`src/rtl/msa_pkg.sv`:
```
`timescale 1ns / 1ps
package msa_pkg;

  localparam int MAX_POSITIONS_DEF = 256;
  localparam int CFG_IDX_W         = 3;
  localparam int CFG_DATA_W        = 16;
  localparam int VAL_MAX           = 8388607;
  localparam int VAL_MIN           = -8388608;

  // request opcodes
  localparam logic [1:0] OP_TICK    = 2'd0;
  localparam logic [1:0] OP_PRESS   = 2'd1;
  localparam logic [1:0] OP_RELEASE = 2'd2;

  // hold direction codes
  localparam logic [1:0] HOLD_NONE = 2'd0;
  localparam logic [1:0] HOLD_UP   = 2'd1;
  localparam logic [1:0] HOLD_DOWN = 2'd2;

  // configuration register indexes
  localparam logic [CFG_IDX_W-1:0] REG_NUM_POSITIONS = 3'd0;
  localparam logic [CFG_IDX_W-1:0] REG_MIN_VALUE     = 3'd1;
  localparam logic [CFG_IDX_W-1:0] REG_STEP_SIZE     = 3'd2;
  localparam logic [CFG_IDX_W-1:0] REG_SPRING_LOW    = 3'd3;
  localparam logic [CFG_IDX_W-1:0] REG_SPRING_HIGH   = 3'd4;
  localparam logic [CFG_IDX_W-1:0] REG_HOLD_WAIT     = 3'd5;
  localparam logic [CFG_IDX_W-1:0] REG_REPEAT_GAP    = 3'd6;

  // register reset values
  localparam logic [8:0]         RST_NUM_POSITIONS = 9'd2;
  localparam logic signed [15:0] RST_MIN_VALUE     = 16'sd0;
  localparam logic signed [15:0] RST_STEP_SIZE     = 16'sd256;
  localparam logic signed [8:0]  RST_SPRING        = -9'sd1;
  localparam logic [15:0]        RST_HOLD_WAIT     = 16'd500;
  localparam logic [15:0]        RST_REPEAT_GAP    = 16'd100;

  typedef struct packed {
    logic [1:0] op;
    logic       direction;
    logic [7:0] elapsed;
  } in_item_t;

  typedef struct packed {
    logic               changed;
    logic [7:0]         position;
    logic signed [23:0] value;
  } out_item_t;

  typedef struct packed {
    logic [8:0]         num_positions;
    logic signed [15:0] min_value;
    logic signed [15:0] step_size;
    logic signed [8:0]  spring_low;
    logic signed [8:0]  spring_high;
    logic [15:0]        hold_wait;
    logic [15:0]        repeat_gap;
  } cfg_t;

endpackage

```
`src/rtl/msa_cfg.sv`:
```
`timescale 1ns / 1ps
module msa_cfg (
  input  logic                           clk,
  input  logic                           rst_n,
  input  logic                           cfg_valid,
  output logic                           cfg_ready,
  input  logic [msa_pkg::CFG_IDX_W-1:0]  cfg_index,
  input  logic [msa_pkg::CFG_DATA_W-1:0] cfg_data,
  output msa_pkg::cfg_t                  cfg
);
  import msa_pkg::*;

  cfg_t cfg_r;
  cfg_t cfg_nxt;

  assign cfg_ready = 1'b1;
  assign cfg      = cfg_r;

  always_comb begin
    cfg_nxt = cfg_r;
    if (cfg_valid) begin
      unique case (cfg_index)
        REG_NUM_POSITIONS: cfg_nxt.num_positions = cfg_data[8:0];
        REG_MIN_VALUE:     cfg_nxt.min_value     = signed'(cfg_data);
        REG_STEP_SIZE:     cfg_nxt.step_size     = signed'(cfg_data);
        REG_SPRING_LOW:    cfg_nxt.spring_low    = signed'(cfg_data[8:0]);
        REG_SPRING_HIGH:   cfg_nxt.spring_high   = signed'(cfg_data[8:0]);
        REG_HOLD_WAIT:     cfg_nxt.hold_wait     = cfg_data;
        REG_REPEAT_GAP:    cfg_nxt.repeat_gap    = cfg_data;
        default: ;
      endcase
    end
  end

  always_ff @(posedge clk) begin
    if (!rst_n) begin
      cfg_r.num_positions <= RST_NUM_POSITIONS;
      cfg_r.min_value     <= RST_MIN_VALUE;
      cfg_r.step_size     <= RST_STEP_SIZE;
      cfg_r.spring_low    <= RST_SPRING;
      cfg_r.spring_high   <= RST_SPRING;
      cfg_r.hold_wait     <= RST_HOLD_WAIT;
      cfg_r.repeat_gap    <= RST_REPEAT_GAP;
    end else begin
      cfg_r <= cfg_nxt;
    end
  end

endmodule

```
`src/rtl/msa_step.sv`:
```
`timescale 1ns / 1ps
module msa_step #(
  parameter  int MAX_POSITIONS = msa_pkg::MAX_POSITIONS_DEF,
  localparam int PW            = $clog2(MAX_POSITIONS)
) (
  input  logic              clk,
  input  logic              rst_n,
  input  logic              go,
  input  msa_pkg::in_item_t item,
  input  msa_pkg::cfg_t     cfg,
  output logic              changed,
  output logic [PW-1:0]     position
);
  import msa_pkg::*;

  localparam int XW = PW + 10;
  localparam logic [XW-1:0] MAX_X = XW'(MAX_POSITIONS);
  localparam logic [XW-1:0] TWO_X = XW'(2);

  logic [PW-1:0] pos_r, pos_nxt;
  logic [1:0]    hold_dir_r, hold_dir_nxt;
  logic [15:0]   hold_cnt_r, hold_cnt_nxt;
  logic          sl_done_r, sl_done_nxt;
  logic          sh_done_r, sh_done_nxt;
  logic          changed_r;

  logic [XW-1:0] n_x, n_clamped;
  logic [PW-1:0] top_pos, up_pos, dn_pos, pos_m1;
  logic [16:0]   cnt_sum;
  logic [15:0]   cnt_sat;
  logic          sl_hit, sh_hit;

  // usable position count clamped to 2..MAX_POSITIONS
  assign n_x       = XW'(cfg.num_positions);
  assign n_clamped = (n_x < TWO_X) ? TWO_X : ((n_x > MAX_X) ? MAX_X : n_x);
  assign top_pos   = PW'(n_clamped - XW'(1));

  assign pos_m1 = pos_r - PW'(1);
  assign up_pos = (pos_r >= top_pos) ? top_pos : pos_r + PW'(1);
  assign dn_pos = (pos_r == '0) ? '0 : ((pos_m1 > top_pos) ? top_pos : pos_m1);

  assign cnt_sum = {1'b0, hold_cnt_r} + 17'(item.elapsed);
  assign cnt_sat = cnt_sum[16] ? 16'hFFFF : cnt_sum[15:0];

  assign sl_hit = !cfg.spring_low[8] && !sl_done_r
               && (XW'(pos_r) == XW'(cfg.spring_low[7:0]));
  assign sh_hit = !cfg.spring_high[8] && !sh_done_r
               && (XW'(pos_r) == XW'(cfg.spring_high[7:0]));

  always_comb begin
    pos_nxt      = pos_r;
    hold_dir_nxt = hold_dir_r;
    hold_cnt_nxt = hold_cnt_r;
    sl_done_nxt  = sl_done_r;
    sh_done_nxt  = sh_done_r;
    unique case (item.op)
      OP_PRESS: begin
        pos_nxt      = item.direction ? dn_pos : up_pos;
        hold_dir_nxt = item.direction ? HOLD_DOWN : HOLD_UP;
        hold_cnt_nxt = '0;
        sl_done_nxt  = 1'b0;
        sh_done_nxt  = 1'b0;
      end
      OP_RELEASE: begin
        hold_dir_nxt = HOLD_NONE;
        hold_cnt_nxt = '0;
      end
      OP_TICK: begin
        if (hold_dir_r != HOLD_NONE) begin
          if (cnt_sat >= cfg.hold_wait) begin
            hold_cnt_nxt = (cnt_sat > cfg.repeat_gap) ?
                           cnt_sat - cfg.repeat_gap : '0;
            pos_nxt      = (hold_dir_r == HOLD_UP) ? up_pos : dn_pos;
          end else begin
            hold_cnt_nxt = cnt_sat;
          end
        end else if (sl_hit) begin
          // low spring pushes one place up
          sl_done_nxt = 1'b1;
          pos_nxt     = up_pos;
        end else if (sh_hit) begin
          sh_done_nxt = 1'b1;
          pos_nxt     = dn_pos;
        end
      end
      default: ;
    endcase
  end

  always_ff @(posedge clk) begin
    if (!rst_n) begin
      pos_r      <= '0;
      hold_dir_r <= HOLD_NONE;
      hold_cnt_r <= '0;
      sl_done_r  <= 1'b0;
      sh_done_r  <= 1'b0;
      changed_r  <= 1'b0;
    end else if (go) begin
      pos_r      <= pos_nxt;
      hold_dir_r <= hold_dir_nxt;
      hold_cnt_r <= hold_cnt_nxt;
      sl_done_r  <= sl_done_nxt;
      sh_done_r  <= sh_done_nxt;
      changed_r  <= (pos_nxt != pos_r);
    end
  end

  assign changed  = changed_r;
  assign position = pos_r;

endmodule

```
`src/rtl/msa_value.sv`:
```
`timescale 1ns / 1ps
module msa_value #(
  parameter  int MAX_POSITIONS = msa_pkg::MAX_POSITIONS_DEF,
  localparam int PW            = $clog2(MAX_POSITIONS)
) (
  input  logic               clk,
  input  logic               go,
  input  logic               changed,
  input  logic [PW-1:0]      position,
  input  msa_pkg::cfg_t      cfg,
  output msa_pkg::out_item_t result
);
  import msa_pkg::*;

  localparam int SW = (PW + 18 > 25) ? PW + 18 : 25;
  localparam logic signed [SW-1:0] SAT_HI = SW'(VAL_MAX);
  localparam logic signed [SW-1:0] SAT_LO = SW'(VAL_MIN);

  logic signed [PW+16:0] prod;
  logic signed [SW-1:0]  sum;
  logic signed [23:0]    value_sat;
  out_item_t             result_r;

  assign prod = $signed({1'b0, position}) * cfg.step_size;
  assign sum  = SW'(prod) + SW'(cfg.min_value);

  always_comb begin
    if (sum > SAT_HI) begin
      value_sat = 24'(SAT_HI);
    end else if (sum < SAT_LO) begin
      value_sat = 24'(SAT_LO);
    end else begin
      value_sat = sum[23:0];
    end
  end

  always_ff @(posedge clk) begin
    if (go) begin
      result_r.changed  <= changed;
      result_r.position <= 8'(position);
      result_r.value    <= value_sat;
    end
  end

  assign result = result_r;

endmodule

```
`src/rtl/multiposition_switch_autorepeat_top.sv`:
```
// channel   | direction | handshake            | payload
// in_       | in        | in_valid / in_stall  | in_data (op, direction, elapsed)
// out_      | out       | out_valid / out_stall| out_data (changed, position, value)
// cfg_      | in        | cfg_valid / cfg_ready| cfg_index, cfg_data
//
// one request per cycle unless out_stall back-pressure holds the pipe; each taken request passes in order through
// the stages (input register, state update, multiply and saturate)
// the rate is set by the state update stage: position and hold count feed the next request
// rst_n is synchronous; it clears the pipeline, switch state and registers to their defaults
// out_stall holds all three stages; in_stall rises only when every stage is full and stalled
`timescale 1ns / 1ps
module multiposition_switch_autorepeat_top #(
  parameter int MAX_POSITIONS = msa_pkg::MAX_POSITIONS_DEF
) (
  input  logic                           clk,
  input  logic                           rst_n,
  input  logic                           in_valid,
  output logic                           in_stall,
  input  msa_pkg::in_item_t              in_data,
  output logic                           out_valid,
  input  logic                           out_stall,
  output msa_pkg::out_item_t             out_data,
  input  logic                           cfg_valid,
  output logic                           cfg_ready,
  input  logic [msa_pkg::CFG_IDX_W-1:0]  cfg_index,
  input  logic [msa_pkg::CFG_DATA_W-1:0] cfg_data
);
  import msa_pkg::*;

  localparam int PW = $clog2(MAX_POSITIONS);

  cfg_t          cfg;
  in_item_t      in_r;
  logic          s1_valid_r, s1_valid_nxt;
  logic          s2_valid_r, s2_valid_nxt;
  logic          s3_valid_r, s3_valid_nxt;
  logic          s3_take, s2_take, s1_take;
  logic          s2_move, s1_move, in_accept;
  logic          s2_changed;
  logic [PW-1:0] s2_pos;

  // back-pressure from the output register upwards
  assign s3_take   = !s3_valid_r || !out_stall;
  assign s2_move   = s2_valid_r && s3_take;
  assign s2_take   = !s2_valid_r || s3_take;
  assign s1_move   = s1_valid_r && s2_take;
  assign s1_take   = !s1_valid_r || s2_take;
  assign in_accept = in_valid && s1_take;
  assign in_stall  = !s1_take;

  assign s1_valid_nxt = in_accept ? 1'b1 : (s1_move ? 1'b0 : s1_valid_r);
  assign s2_valid_nxt = s1_move   ? 1'b1 : (s2_move ? 1'b0 : s2_valid_r);
  assign s3_valid_nxt = s2_move   ? 1'b1 : (s3_take ? 1'b0 : s3_valid_r);

  always_ff @(posedge clk) begin
    if (!rst_n) begin
      s1_valid_r <= 1'b0;
      s2_valid_r <= 1'b0;
      s3_valid_r <= 1'b0;
    end else begin
      s1_valid_r <= s1_valid_nxt;
      s2_valid_r <= s2_valid_nxt;
      s3_valid_r <= s3_valid_nxt;
    end
  end

  always_ff @(posedge clk) begin
    if (in_accept) begin
      in_r <= in_data;
    end
  end

  msa_cfg u_cfg (
    .clk       (clk),
    .rst_n     (rst_n),
    .cfg_valid (cfg_valid),
    .cfg_ready (cfg_ready),
    .cfg_index (cfg_index),
    .cfg_data  (cfg_data),
    .cfg       (cfg)
  );

  msa_step #(
    .MAX_POSITIONS (MAX_POSITIONS)
  ) u_step (
    .clk      (clk),
    .rst_n    (rst_n),
    .go       (s1_move),
    .item     (in_r),
    .cfg      (cfg),
    .changed  (s2_changed),
    .position (s2_pos)
  );

  msa_value #(
    .MAX_POSITIONS (MAX_POSITIONS)
  ) u_value (
    .clk      (clk),
    .go       (s2_move),
    .changed  (s2_changed),
    .position (s2_pos),
    .cfg      (cfg),
    .result   (out_data)
  );

  assign out_valid = s3_valid_r;

endmodule

```
`config.mk`:
```
export PLATFORM = sky130hd
export DESIGN_NAME = multiposition_switch_autorepeat_top
export DESIGN_NICKNAME = d
export VERILOG_FILES = /design/src/rtl/msa_pkg.sv /design/src/rtl/msa_cfg.sv /design/src/rtl/msa_step.sv /design/src/rtl/msa_value.sv /design/src/rtl/multiposition_switch_autorepeat_top.sv
export SDC_FILE = /design/constraint.sdc
export NUM_CORES = 1
export LEC_CHECK = 0
export BUFFER_PORTS_ARGS = -buffer_cell sky130_fd_sc_hd__buf_2
export CAP_MARGIN = 30
export CORE_MARGIN = 5
export CORE_UTILIZATION = 32
export DETAILED_ROUTE_END_ITERATION = 12
export SYNTH_ARGS = -nofsm -noshare
export SYNTH_HDL_FRONTEND = slang
export SYNTH_SLANG_ARGS = --single-unit
```
`constraint.sdc`:
```
create_clock -name clk -period 21.4 [get_ports clk]
set_clock_uncertainty 0.2 [all_clocks]
set_input_delay 1.07 -clock clk [delete_from_list [all_inputs] [get_ports clk]]
set_output_delay 1.07 -clock clk [all_outputs]
set_load 0.01 [all_outputs]
```
---- After elaboration in Yosys (flattened, before gate mapping) ----
Cells that the tools add are included.
storage, ports and cells
  bits in registers ....................... 167
  latch bits .............................. 0
  RAM bits ................................ 0
  memory bits (read-only) ................. 0
  input port bits ......................... 35
  output and inout bits ................... 36
  memories ................................ 0
cells by class
  add/sub/neg operators ................... 6
  multiply operators ...................... 1
  divide/modulo/power cells ............... 0
  $lt $le $gt $ge ......................... 8
  equality and inequality tests ........... 17
  shift operators ......................... 0
  mux-type cells .......................... 33
  bitwise gates (word level) .............. 0
  reductions and logical operators ........ 41
operators with widths
  kind                                                                                number
  8-bit 2-to-1 mux                                                                    11
  16-bit 2-to-1 mux                                                                   4
  16-bit case mux with 2 select lines                                                 1
  25-bit by 16-bit adder with 26-bit output                                           1
  26-bit by 24-bit greater-than comparator with 1-bit output (second input constant)  1
  26-bit by 24-bit less-than comparator with 1-bit output (second input constant)     1
  9-bit by 16-bit multiplier with 25-bit output                                       1
  24-bit 2-to-1 mux                                                                   1
  16-bit by 8-bit adder with 17-bit output                                            1
  8-bit equality test                                                                 2
  16-bit >= comparator                                                                1
  16-bit greater-than comparator                                                      1
  8-bit case mux with 2 select lines                                                  1
  2-bit AND reduction                                                                 8
  16-bit subtractor                                                                   1
  8-bit by 1-bit subtractor with 8-bit output (second input constant)                 2
  2-bit nonzero test                                                                  7
  1-bit 2-to-1 mux                                                                    11
  3-bit equality test (second input constant)                                         3
  9-bit greater-than comparator (second input constant)                               1
  1-bit zero test                                                                     9
  9-bit by 2-bit less-than comparator with 1-bit output (second input constant)       1
  8-bit by 1-bit adder with 8-bit output (second input constant)                      1
  8-bit >= comparator                                                                 1
  20 further kinds                                                                    34

---- Longest topological paths before layout ----
Gate-level depths: netlist of run 1.
  word-level depth ........................ 12
  mapped depth ............................ 27
  mapped depth without buffers ............ 22

---- Cells and area by module ----
A second synthesis of run 1 with hierarchy kept.
second synthesis, totals
  cell total of the unflattened synthesis .. 1782
  area total of the unflattened synthesis .. 15827.7 um^2
modules (own cells, without submodules)
  module                               instances  cells an instance  area each (um^2)
  msa_value                            1          697                6697.7
  msa_step                             1          730                5195.0
  msa_cfg                              1          331                3478.3
  multiposition_switch_autorepeat_top  1          24                 456.7

---- Least setup slack after synthesis of run 1 ----
OpenSTA, ideal clock, no wires.
  path type ............................... reg2reg
  from .................................... reg u_step.pos_r[2] (netlist: u_step.position[2])
  to ...................................... reg u_value.result_r (netlist bit u_value.result[15]), data pin
  setup time .............................. 0.271 ns
  arrival ................................. 6.274 ns
  data required time ...................... 20.929 ns
  path slack .............................. 14.655 ns
  stages on the path, launching flop included .. 28
  period minus slack after synthesis ...... 6.745 ns
  path through ............................ dfxtp_1 clkbuf_1 buf_6 buf_6 clkbuf_1 nand2_1 fa_1 inv_1 fa_1 inv_1 fa_1 inv_1 fa_1 inv_1 fa_1 inv_1 ha_1 a2111oi_2 o31ai_1 a211oi_1 o211ai_1 nand3_1 o21ai_0 a21oi_1 xor2_1 o21a_1 clkbuf_1 o21ai_0
between the ends
  word-level cells in the longest chain between the ends .. 4
ends and longest elaborated chain
  element                                                  line             text
  start: declaration                                       msa_step.sv:20   logic [PW-1:0] pos_r, pos_nxt;
  start signal: assignment                                 msa_step.sv:99   pos_r <= pos_nxt;
  9-bit by 16-bit multiplier with 25-bit output (*)        msa_value.sv:24  assign prod = $signed({1'b0, position}) * cfg.step_size;
  25-bit by 16-bit adder with 26-bit output (*)            msa_value.sv:25  assign sum = SW'(prod) + SW'(cfg.min_value);
  26-bit by 24-bit less-than comparator with 1-bit output  msa_value.sv:30  end else if (sum < SAT_LO) begin
  24-bit 2-to-1 mux                                        msa_value.sv:30
  end: declaration                                         msa_value.sv:22  out_item_t result_r;
Mark *: on every way between the ends. The rest lies on a longest branch, timed or not.
A chain may end at the register's enable or synchronous reset.

---- Worst setup path in the final report of run 1 ----
  from .................................... reg u_step.pos_r[2] (netlist: u_step.position[2])
  to ...................................... reg u_value.result_r (netlist bit u_value.result[2]), data pin
Same word-level chain as after synthesis.

==> impl_results.md, run 1 <==
* Status: complete, no violations
* DRT Pass-1 Iters at 9
* DP HPWL at 32.4 mm
* Hold/Removal Path Class: flip-flop to flip-flop
* Worst Reg-to-Reg Cells at 23
* Top FF cell, synth: dfxtp_1
* Clk Latency, worst-skew pair at 0.48 ns
* Critical R2R Launch: u_step.position[2]$_SDFFE_PN0P_
* Max-Slew Margin vs Limit at 38.1%
* Total number of vias at 12937
* Post-DR vias/cell at 5.15
* Slew Viols, Final at 0
* Routed len/inst at 16.8 um
* Antenna violations before repair at 0
* I/O pin cnt at 71
* CP Max Fanout at 23
* Area of the die at 0.0526 mm^2
* GRT Util Overall at 16.2%
* DRC viols at 0
* Max-Cap Viols at 0
* Num CTS Buffers at 17
* Core area at 0.0476 mm^2
* Ys async rst share at 0%
* Clock root buffer: clkbuf_16
* Post-route ant nets at 0
* Worst Setup EP: u_value.result[2]$_SDFFCE_PN1P_
* YS warnings at 0
* Mapped Area at 0.0154 mm^2
* Row count at 80
* Initial DRC Count at 1048
* Yosys cell types at 76
* Sequential-to-total area share from yosys stat at 24.6%
* Fin. Hold Viols at 0
* WL met2 at 19.5 mm
* Total wire length at 42.1 mm
* FF-to-FF End: u_value.result[2]$_SDFFCE_PN1P_
* Final period demand of the worst path at 7.56 ns
* R2R setup slack at 13.84 ns
* Area Growth Syn to Fin at 9.73%
* Worst Path Arrival at 7.66 ns
* Post-synth EDFFs at 44
* F_max at 132 MHz
* Port buffer count at 69
* Cells after synthesis at 1854
* Global placer's final weighted congestion at 0.930
* Largest net degree at the start of global routing at 82
* CTS Hold Buffers Added at 0
* Fillcell total at 4969
* Met3 routed WL at 2.16 mm
* Sum of negative setup slack at 0 ns
* FF+latch area at 0.00378 mm^2
* Gr ovfl total at 0
* Worst path slowest cell: dfxtp_1
* Layout cells sized above 1 at 7.91%
* RSZ-0062 raised after global routing: no
* Post-CTS Resized at 0
* Worst slew pin tran at 0.924 ns
* Cells along the critical path: buf_4, nand2_1, fa_1, inv_1, fa_1, inv_1, fa_1, inv_1, fa_1, inv_1, fa_1, inv_1, ha_1, a2111oi_2, o31ai_1, a211oi_1, o211ai_1, nand3_1, o21ai_0, a211oi_1, mux2i_1, nand3_1, a21oi_1
* Top layer in use: met4
* Mapped Nets at 2137
* Footprint of the multi-input gates at 0.0103 mm^2
* Cells after DPL at 2480
* Top cells by area, synth: fa_1 17%, dfxtp_1 16%, ha_1 9.8%
* Wl on met1 at 19.6 mm
* Clock Sinks at 167
* Finished Layout Cells at 2512
* P per Cell Area at 49.7 mW/mm^2
* Top cell type's share of synthesized area at 16.5%
* Vias in the first global route at 12874
* Worst Setup Start Kind: flip-flop
* Critical Path Max Stage Delay at 0.82 ns
* CTS tree: yes
* Type of the worst setup path: flip-flop to flip-flop
* Post-CTS setup repair buffer count at 0
* Final worst path period share at 35.3%
* Clock Tree Buf Depth at 2
* Worst setup EP type: flip-flop
* Die W at 229 um
* Clk slew on worst S/H paths at 0.08 ns
* Htree depth at 4
* #FFs+latches synth at 167
* Final count of negative-setup-slack endpoints at 0
* First-pass GRT wire length at 69.2 mm
* Avg Cell Area, Syn at 8.31 um^2
* # nets final at 2167
* Leakage at 7.46 nW
* Worst setup path startpoint: u_step.position[2]$_SDFFE_PN0P_
* CP required at 21.50 ns
* Die height at 229 um
* Starting Density at 32.3%
* N_diodes at 0
* Synth area leader: fa_1
* Peak supply drop at 0.0000521 V
[synth_stat cells, drive strengths merged (8+ instances only)]
library cell	n
fa	127
o21a	15
a21oi	140
nor2	82
xor2	36
a21boi	12
dfxtp	123
or2	9
and2	82
nand2b	19
a211oi	11
nor2b	19
a31oi	9
nand4	9
mux2i	10
buf	25
o31ai	8
ha	121
edfxtp	44
clkbuf	53
o211ai	32
and3	14
a21o	8
nor3	28
nand3	58
xnor2	31
nor4	8
inv	236
nand2	289
o21ai	89
a22oi	18
[flip-flops by register name, indices dropped and copies added, names as in the netlist]
name,flops
u_step.sl_done_r,1
u_step.position,8
s2_valid_r,1
u_cfg.cfg,91
u_step.hold_dir_r,2
s1_valid_r,1
out_valid,1
in_r,11
u_step.hold_cnt_r,16
u_step.changed,1
u_step.sh_done_r,1
u_value.result,33
[layout by cell type (no fill, tap or decap), drive strengths merged, types with 14 or more instances in the layout]
cell / n
a22oi: 18
nor2b: 19
clkbuf: 17
ha: 121
buf: 91
o21a: 15
dfxtp: 123
nor2: 82
a21oi: 140
o211ai: 32
nand2: 289
nand3: 58
inv: 243
xnor2: 31
and2: 82
nor3: 28
nand2b: 19
xor2: 36
edfxtp: 44
o21ai: 89
fa: 127
and3: 14
[worst min-delay path by stage]
stage / to / cells past startpoint / from / slack, ns
6_report: u_value.result[27]$_DFFE_PP_ / 0 / u_step.position[3]$_SDFFE_PN0P_ / 0.24
5_1_grt: u_value.result[27]$_DFFE_PP_ / 0 / u_step.position[3]$_SDFFE_PN0P_ / 0.25
4_1_cts: u_value.result[27]$_DFFE_PP_ / 0 / u_step.position[3]$_SDFFE_PN0P_ / 0.24
3_5_place_dp: u_value.result[27]$_DFFE_PP_ / 0 / u_step.position[3]$_SDFFE_PN0P_ / 0.22
3_3_place_gp: u_value.result[27]$_DFFE_PP_ / 0 / u_step.position[3]$_SDFFE_PN0P_ / 0.22
2_1_floorplan: u_value.result[32]$_DFFE_PP_ / 0 / u_step.changed$_SDFFE_PN0P_ / 0.20
[critical path: cells and delay by family, from the launching register on]
family,cells,cell delay (ns)
AO/OA/AOI/OAI,7,2.02
adder cells (fa/ha/maj),6,2.75
buffers and inverters,6,0.60
flip-flops,1,0.82
multiplexers,1,0.24
AND/OR/NAND/NOR,3,0.73
[where the power goes]
group / internal, W / switching (W) / leakage, nW
clock: 0.000158 / 0.000163 / 0.288
sequential: 0.000335 / 0.0000100 / 1.43
combinational: 0.0000606 / 0.000113 / 5.74
total: 0.000554 / 0.000286 / 7.46
[logic make-up after synthesis]
family                     after synthesis  synth area share (%)
buffers and inverters                  316                  8.50
AOI/OAI and AO/OA                      400                  16.1
xor gates and xnor gates                67                  3.81
DFF                                    167                  24.6
other                                    1                0.0244
and+or+nand+nor                        639                  19.5
adders and majority gates              248                  26.3
muxes                                   16                  1.09
[through the flow]
| step | setup slack, ns | utilization (%) | power (W) | area [um^2] | hold slack [ns] |
|---|---|---|---|---|---|
| after CTS | 13.83 | 35.5 | 0.000845 | 16900 | 0.237 |
| after detailed placement | 13.87 | 34.2 | 0.000523 | 16300 | 0.220 |
| final | 13.84 | 35.5 | 0.000840 | 16900 | 0.238 |
| after global placement | 14.02 | 34.1 | 0.000521 | 16300 | 0.222 |
| after floorplan | 14.66 | - | 0.000473 | 15400 | 0.203 |
| after global routing | 13.18 | 35.5 | 0.000881 | 16900 | 0.250 |
[cell type report]
cell class	instances	area share (%)
clock buffer	17	2.52
timing repair buffer	91	3.14
sequential	167	22.4
clock inverter	15	1.06
inverter	236	5.24
tap	615	4.55
multi-input combinational	1371	61.1
[per-layer routing]
layer | GRT usage, % | up-vias
li1 | - | 6274
met1 | 21.8 | 6240
met2 | 26.6 | 359
met3 | 2.81 | 64
met4 | 4.96 | 0
met5 | 0 | -
(Power assumes the default switching activity.)
==> inputs of run 2 (changes only) <==
ABC_AREA = 1   (was not set)
clock period = 6.1 ns   (was 21.4 ns; I/O delays follow)
==> impl_results.md, run 2 <==
* Status: complete, no violations
* Die height at 230 um (+0.31%)
* Post-synthesis compound-gate area fraction at 13.3% (-2.9 points)
* Post-DR vias/cell at 4.89 (-5.0%)
* FF-to-FF End: u_value.result[1]$_SDFFCE_PN1P_
* Layout cells sized above 1 at 12.6% (+4.7 points)
* Max-Slew Margin vs Limit at 37.8% (-0.40 points)
* Design area at 0.0178 mm^2 (+5.3%)
* Critical R2R Launch: u_step.position[5]$_SDFFE_PN0P_
* CP required at 6.11 ns (-15.39 ns)
* Fin. Hold Viols at 0 (unchanged)
* Initial DRC Count at 868 (-17%)
* Mapped Area at 0.0155 mm^2 (+0.64%)
* Core Util, Final at 37.2% (+1.7 points)
* Footprint of the multi-input gates at 0.0101 mm^2 (-2.4%)
* CP Max Fanout at 6 (-74%)
* Ys async rst share at 0% (unchanged)
* YS warnings at 0 (unchanged)
* Worst Reg-to-Reg Cells at 26 (+13%)
* Avg Cell Area, Syn at 7.49 um^2 (-9.8%)
* Cell Area, Placed at 0.0165 mm^2 (+1.5%)
* Global placer's final weighted congestion at 0.942 (+1.3%)
* Most frequent cells in the layout: 424 x nand2_1, 372 x inv_1, 142 x a21oi_1
* Top FF cell, synth: dfxtp_1
* Cells after synthesis at 2069 (+12%)
* Area of the die at 0.0529 mm^2 (+0.62%)
* Hold Path Sink: u_cfg.cfg[83]$_SDFFE_PN1P_
* Port buffer count at 69 (unchanged)
* Core area at 0.0478 mm^2 (+0.42%)
* Type of the worst setup path: flip-flop to flip-flop
* Area Growth Syn to Fin at 14.9%
* Vias in the first global route at 13510 (+4.9%)
* CTS tree: yes
* Worst path slowest cell: fa_1
* Largest family of logic cells by synthesized area: adder cells
* Hold Slack at 0.0663 ns (-0.172 ns)
* Slew Viols, Final at 0 (unchanged)
* Total wire length at 42.7 mm (+1.4%)
* DRC viols at 0 (unchanged)
* Max-Cap Viols at 0 (unchanged)
* Clk Latency, worst-skew pair at 0.46 ns (-0.02 ns)
* Cell mode on critical path: inv_1
* First-pass GRT wire length at 69.2 mm (about the same)
* GRT Util Overall at 16.2% (about the same)
* P per Cell Area at 181 mW/mm^2 (+260%)
* Critical Path Max Stage Delay at 0.55 ns (-0.27 ns)
* Commonest non-fill, non-tap cell in the layout: nand2_1
* Clock Sinks at 167 (unchanged)
* Num CTS Buffers at 17 (unchanged)
* R2R setup slack at 0.21 ns (-13.63 ns)
* Leakage at 9.01 nW (+21%)
* Final period demand of the worst path at 5.89 ns (-1.67 ns)
* Worst slew pin tran at 0.933 ns (+0.00832 ns)
* Htree depth at 4 (unchanged)
* Hold/Removal Path Class: input port to flip-flop
* Worst Path Arrival at 5.90 ns (-1.76 ns)
* Post-Synth Simple-Gate Area at 20.5% (+1.0 points)
* Total number of vias at 13566 (+4.9%)
* Post-synth top cells: 428 x nand2_1, 376 x inv_1, 149 x a21oi_1
* Sequential-to-total area share from yosys stat at 24.4% (-0.16 points)
* Top cells by area, synth: fa_1 16%, dfxtp_1 16%, nand2_1 10%
* Number of flip-flops in the largest register at 91 (unchanged)
* Row count at 80 (unchanged)
* Antenna violations before repair at 4 (+4)
* DP HPWL at 32.9 mm (+1.4%)
* Mapped Nets at 2352 (+10%)
* Final count of negative-setup-slack endpoints at 0 (unchanged)
* #FFs+latches synth at 167 (unchanged)
* Adder-Cell Fraction of Synth Area at 26.2% (-0.17 points)
* Fillcell total at 4956 (-0.26%)
* Clock root buffer: clkbuf_16
* Post-route ant nets at 0 (unchanged)
* Post-synthesis mux area share at 0% (-1.1 points)
* DRT Pass-1 Iters at 6 (-3)
* Count leader, synth: nand2_1
* # nets final at 2427 (+12%)
* FF+latch area at 0.00382 mm^2 (+0.99%)
* I/O pin cnt at 71 (unchanged)
* Sum of negative setup slack at 0 ns (unchanged)
* Top cell type's share of synthesized area at 16.4% (-0.11 points)
* Gr ovfl total at 0 (unchanged)
* Largest net degree at the start of global routing at 52 (-37%)
* Hold Startpoint: cfg_data[1]
* Post-synth EDFFs at 44 (unchanged)
* Final worst path period share at 96.5% (+61 points)
* Synth area leader: fa_1
* Peak supply drop at 0.000120 V (+130%)
* Worst hold stages at 3 (+3)
* Worst setup EP type: flip-flop
* Synth Area in XOR/XNOR at 3.55% (-0.26 points)
* Worst Setup Start Kind: flip-flop
* Clock Tree Buf Depth at 2 (unchanged)
* Routed len/inst at 15.4 um (-8.1%)
* Yosys cell types at 61 (-20%)
* Clk slew on worst S/H paths at 0.07 ns (about the same)
* F_max at 170 MHz (+28%)
* Starting Density at 32.4% (+0.071 points)
* Die W at 230 um (+0.31%)
## run 2: cell types whose count changed in the layout (fill, tap and decap cells not counted), moves of 18 or more
cell | previous run | this run
nor2_1 | 82 | 135
o21ai_0 | 87 | 140
nor2b_1 | 19 | 0
nor3_1 | 28 | 9
dlygate4sd3_1 | 0 | 20
and2_1 | 82 | 0
inv_1 | 235 | 372
nand3_1 | 58 | 111
nand2_1 | 289 | 424
a22oi_1 | 18 | 0
buf_4 | 21 | 40
## run 2: worst max path at each step
stage | from | end | slack (ns) | depth (start not counted)
2_1_floorplan | u_step.position[5]$_SDFFE_PN0P_ | u_value.result[2]$_SDFFCE_PN1P_ | 0.04 | 24
3_3_place_gp | u_step.position[1]$_SDFFE_PN0P_ | u_value.result[0]$_SDFFCE_PN1P_ | 0.02 | 25
3_5_place_dp | u_step.position[1]$_SDFFE_PN0P_ | u_value.result[1]$_SDFFCE_PN1P_ | -0.07 | 25
4_1_cts | u_step.position[2]$_SDFFE_PN0P_ | u_value.result[1]$_SDFFCE_PN1P_ | 0.01 | 28
5_1_grt | u_step.position[4]$_SDFFE_PN0P_ | u_value.result[0]$_SDFFCE_PN1P_ | -0.02 | 24
6_report | u_step.position[5]$_SDFFE_PN0P_ | u_value.result[1]$_SDFFCE_PN1P_ | 0.21 | 26
## run 2: report_power, final
group | leakage, nW | internal [W] | switching (W)
registers | 1.43 | 0.00119 | 0.0000346
logic | 7.28 | 0.000306 | 0.000559
clock network | 0.299 | 0.000613 | 0.000515
total | 9.01 | 0.00211 | 0.00111
## run 2: layout make-up
cell class,instances,share of cell area [%]
clock inverter,12,0.731
antenna,1,0.0141
inverter,393,8.32
sequential,167,21.5
tap,615,4.32
multi-input combinational,1424,56.6
clock buffer,20,2.63
timing repair buffer,141,5.90
## run 2: kinds of logic after synthesis
logic type,Yosys count
flops,167
buf+inv,478
compound gates,370
simple gates,743
fa+ha+maj,248
xor+xnor,62
other cells,1
## run 2: critical path: cells and delay by family (launching register included)
family	cells	cell delay, ns
fa+ha+maj	6	2.85
flops	1	0.39
simple gates	10	1.11
xor+xnor	1	0.12
compound gates	1	0.25
buf+inv	8	0.74
## run 2: stage by stage
stage	worst slack, ns	power [W]	instances
5_1_grt	-0.0176	0.00341	2773
6_report	0.214	0.00322	2773
3_3_place_gp	0.0248	0.00205	2702
2_1_floorplan	0.0367	0.00182	2069
4_1_cts	0.0122	0.00321	2757
3_5_place_dp	-0.0743	0.00206	2705
## run 2: metal layers
layer,global-route usage [%],share of wire (%)
met4,5.64,3.0
met3,2.89,5.0
met1,19.9,43
met2,28.4,49
met5,0,0.066
## run 2: repair_timing
item                                   4_1_cts  5_1_grt
setup endpoints to repair                   22       23
hold buffers                                20        0
buffers inserted                             0       13
gates resized for setup                      4       74
gates cloned                                 0        2
pin swaps                                    0       15
endpoints found under the hold margin       36        0
==> inputs of run 3 (changes only) <==
REMOVE_ABC_BUFFERS = 1   (was not set)
==> impl_results.md, run 3 (synthesis results as in run 2) <==
* Status: complete, no violations
* Core area at 0.0478 mm^2 (unchanged)
* Max-Cap Viols at 0 (unchanged)
* Area of the die at 0.0529 mm^2 (unchanged)
* Total wire length at 43.1 mm (+0.72%)
* Antenna violations before repair at 0 (-4)
* Global placer's final weighted congestion at 0.912 (-3.2%)
* N_diodes at 0 (-1)
* Final period demand of the worst path at 5.96 ns (+0.0781 ns)
* GRT Util Overall at 15.9% (-0.26 points)
* Worst setup EP type: flip-flop
* Gr ovfl total at 0 (unchanged)
* CP Max Fanout at 11 (+5)
* Clk Latency, worst-skew pair at 0.46 ns (about the same)
* Leakage at 9.00 nW (about the same)
* Core Util, Final at 37.1% (-0.076 points)
* Clock root buffer: clkbuf_16
* Row count at 80 (unchanged)
* Worst Path Arrival at 5.96 ns (+0.06 ns)
* Hold/Removal Path Class: input port to flip-flop
* Total number of vias at 13492 (-0.55%)
* Initial DRC Count at 977 (+13%)
* DP HPWL at 33.3 mm (+1.4%)
* Fin. Hold Viols at 0 (unchanged)
* DRT Pass-1 Iters at 6 (unchanged)
* Net Switching at 0.00113 W (+2.0%)
* Cells after DPL at 2701 (-0.15%)
* CP required at 6.09 ns (-0.02 ns)
* Commonest non-fill, non-tap cell in the layout: nand2_1
* Slew Viols, Final at 0 (unchanged)
* Critical R2R Launch: u_step.position[2]$_SDFFE_PN0P_
* Hold Startpoint: cfg_data[7]
* Internal Pwr Total at 0.00209 W (-1.2%)
* Number of flip-flops in the largest register at 91 (unchanged)
* Clock Tree Buf Depth at 2 (unchanged)
* Worst slew pin tran at 1.02 ns (+0.0874 ns)
* Final worst path period share at 97.8% (+1.3 points)
* Peak supply drop at 0.000159 V (+32%)
* P per Cell Area at 181 mW/mm^2 (+0.13%)
* R2R setup slack at 0.14 ns (-0.08 ns)
* F_max at 168 MHz (-1.3%)
* Htree depth at 4 (unchanged)
* Layout cells sized above 1 at 12.6% (+0.053 points)
* Max-Slew Margin vs Limit at 31.7% (-6.0 points)
* Vias in the first global route at 13152 (-2.6%)
* Finished Layout Cells at 2763 (-0.36%)
* Largest net degree at the start of global routing at 63 (+21%)
* Die W at 230 um (unchanged)
* # nets final at 2418 (-0.37%)
* Area Growth Syn to Fin at 14.6%
* FF-to-FF End: u_value.result[15]$_SDFFCE_PN1P_
* Clock Sinks at 167 (unchanged)
* Type of the worst setup path: flip-flop to flip-flop
* Post-route ant nets at 0 (unchanged)
* Switching share of total power at 35.1% (+0.70 points)
* I/O pin cnt at 71 (unchanged)
* DRC viols at 0 (unchanged)
* Worst hold stages at 3 (unchanged)
* Final count of negative-setup-slack endpoints at 0 (unchanged)
* Die height at 230 um (unchanged)
* Flop pwr share at 38.1% (about the same)
* Num CTS Buffers at 17 (unchanged)
* First-pass GRT wire length at 68.9 mm (-0.48%)
* Worst Setup Start Kind: flip-flop
* Clk slew on worst S/H paths at 0.08 ns (about the same)
* Worst Reg-to-Reg Cells at 25 (-3.8%)
* Hold Path Sink: u_cfg.cfg[48]$_SDFFE_PN1P_
* CTS tree: yes
* Routed len/inst at 15.6 um (+1.1%)
* Most frequent cells in the layout: 422 x nand2_1, 373 x inv_1, 140 x o21ai_0
* Comb pwr share at 27.0% (about the same)
* Post-DR vias/cell at 4.88 (-0.19%)
* Starting Density at 32.4% (unchanged)
* Clock share of power at 34.9% (about the same)
* Port buffer count at 69 (unchanged)
==> run 3: worst max-delay path by stage <==
stage	start	endpoint	slack, ns	cells after the start
global placement	u_step.position[4]$_SDFFE_PN0P_	u_value.result[1]$_SDFFCE_PN1P_	0.17	24
finish	u_step.position[2]$_SDFFE_PN0P_	u_value.result[15]$_SDFFCE_PN1P_	0.14	25
global route	u_step.position[2]$_SDFFE_PN0P_	u_value.result[1]$_SDFFCE_PN1P_	-0.07	27
CTS	u_cfg.cfg[65]$_SDFFE_PN0P_	u_value.result[0]$_SDFFCE_PN1P_	0.02	25
floorplan	u_step.position[0]$_SDFFE_PN0P_	u_value.result[0]$_SDFFCE_PN1P_	-0.24	24
detailed placement	u_cfg.cfg[65]$_SDFFE_PN0P_	u_value.result[0]$_SDFFCE_PN1P_	0.02	25
==> run 3: area by class of cell <==
cell class,instances,area [um^2]
clock buffers,17,425
well taps,615,769
inverters,393,1480
multi-input cells,1424,10100
clock inverters,15,178
repair buffers,132,973
fillers,4987,30100
flip-flops and latches,167,3810
==> run 3: metal layers <==
layer | vias to the layer above | share of wire, % | global-route usage [%]
met3 | 50 | 5.2 | 2.74
met2 | 348 | 46 | 26.3
met4 | 0 | 1.6 | 2.86
met1 | 6424 | 47 | 22.1
met5 | - | 0 | 0
li1 | 6670 | - | -
==> run 3: stage by stage <==
stage               instance area (um^2)  worst slack (ns)  hold WS, ns  power (W)  TNS [ns]
finish                             17800             0.135       0.0303    0.00322         0
floorplan                          15100            -0.240        0.189    0.00179     -3.81
global route                       17800           -0.0739       0.0276    0.00340    -0.995
global placement                   16500             0.173        0.220    0.00204         0
detailed placement                 16500            0.0248        0.221    0.00205         0
CTS                                17300            0.0225       0.0204    0.00319         0
==> run 3: timing repair <==
action | CTS | global route
gates resized for setup | 0 | 83
endpoints found under the hold margin | 21 | 0
endpoints found under the setup margin | 0 | 23
hold buffers | 19 | 0
setup buffers | 0 | 8
==> run 3: power groups by stage <==
stage          clock network (W)  registers [W]  logic, W
3_3_place_gp                   0        0.00125  0.000792
6_report                 0.00112        0.00123  0.000869
4_1_cts                  0.00115        0.00123  0.000816
3_5_place_dp                   0        0.00125  0.000802
2_1_floorplan                  0        0.00126  0.000527
5_1_grt                  0.00119        0.00123  0.000974
==> run 3: critical path: stages, from the launching register on <==
cell and delay [ns]:
dfxtp_4 0.40, buf_8 0.13, buf_4 0.11, nand2_1 0.07
fa_1 0.55, inv_1 0.06, fa_1 0.52, fa_1 0.44
fa_1 0.54, inv_1 0.05, fa_1 0.49, inv_1 0.06
ha_4 0.28, nand2_1 0.10, inv_1 0.11, nand3_2 0.12
nor3_2 0.29, nand3_1 0.11, nand3_1 0.12, nand3_1 0.09
nand2_2 0.08, xnor2_2 0.13, inv_2 0.08, a21oi_4 0.25
clkbuf_16 0.21, o21ai_0 0.08
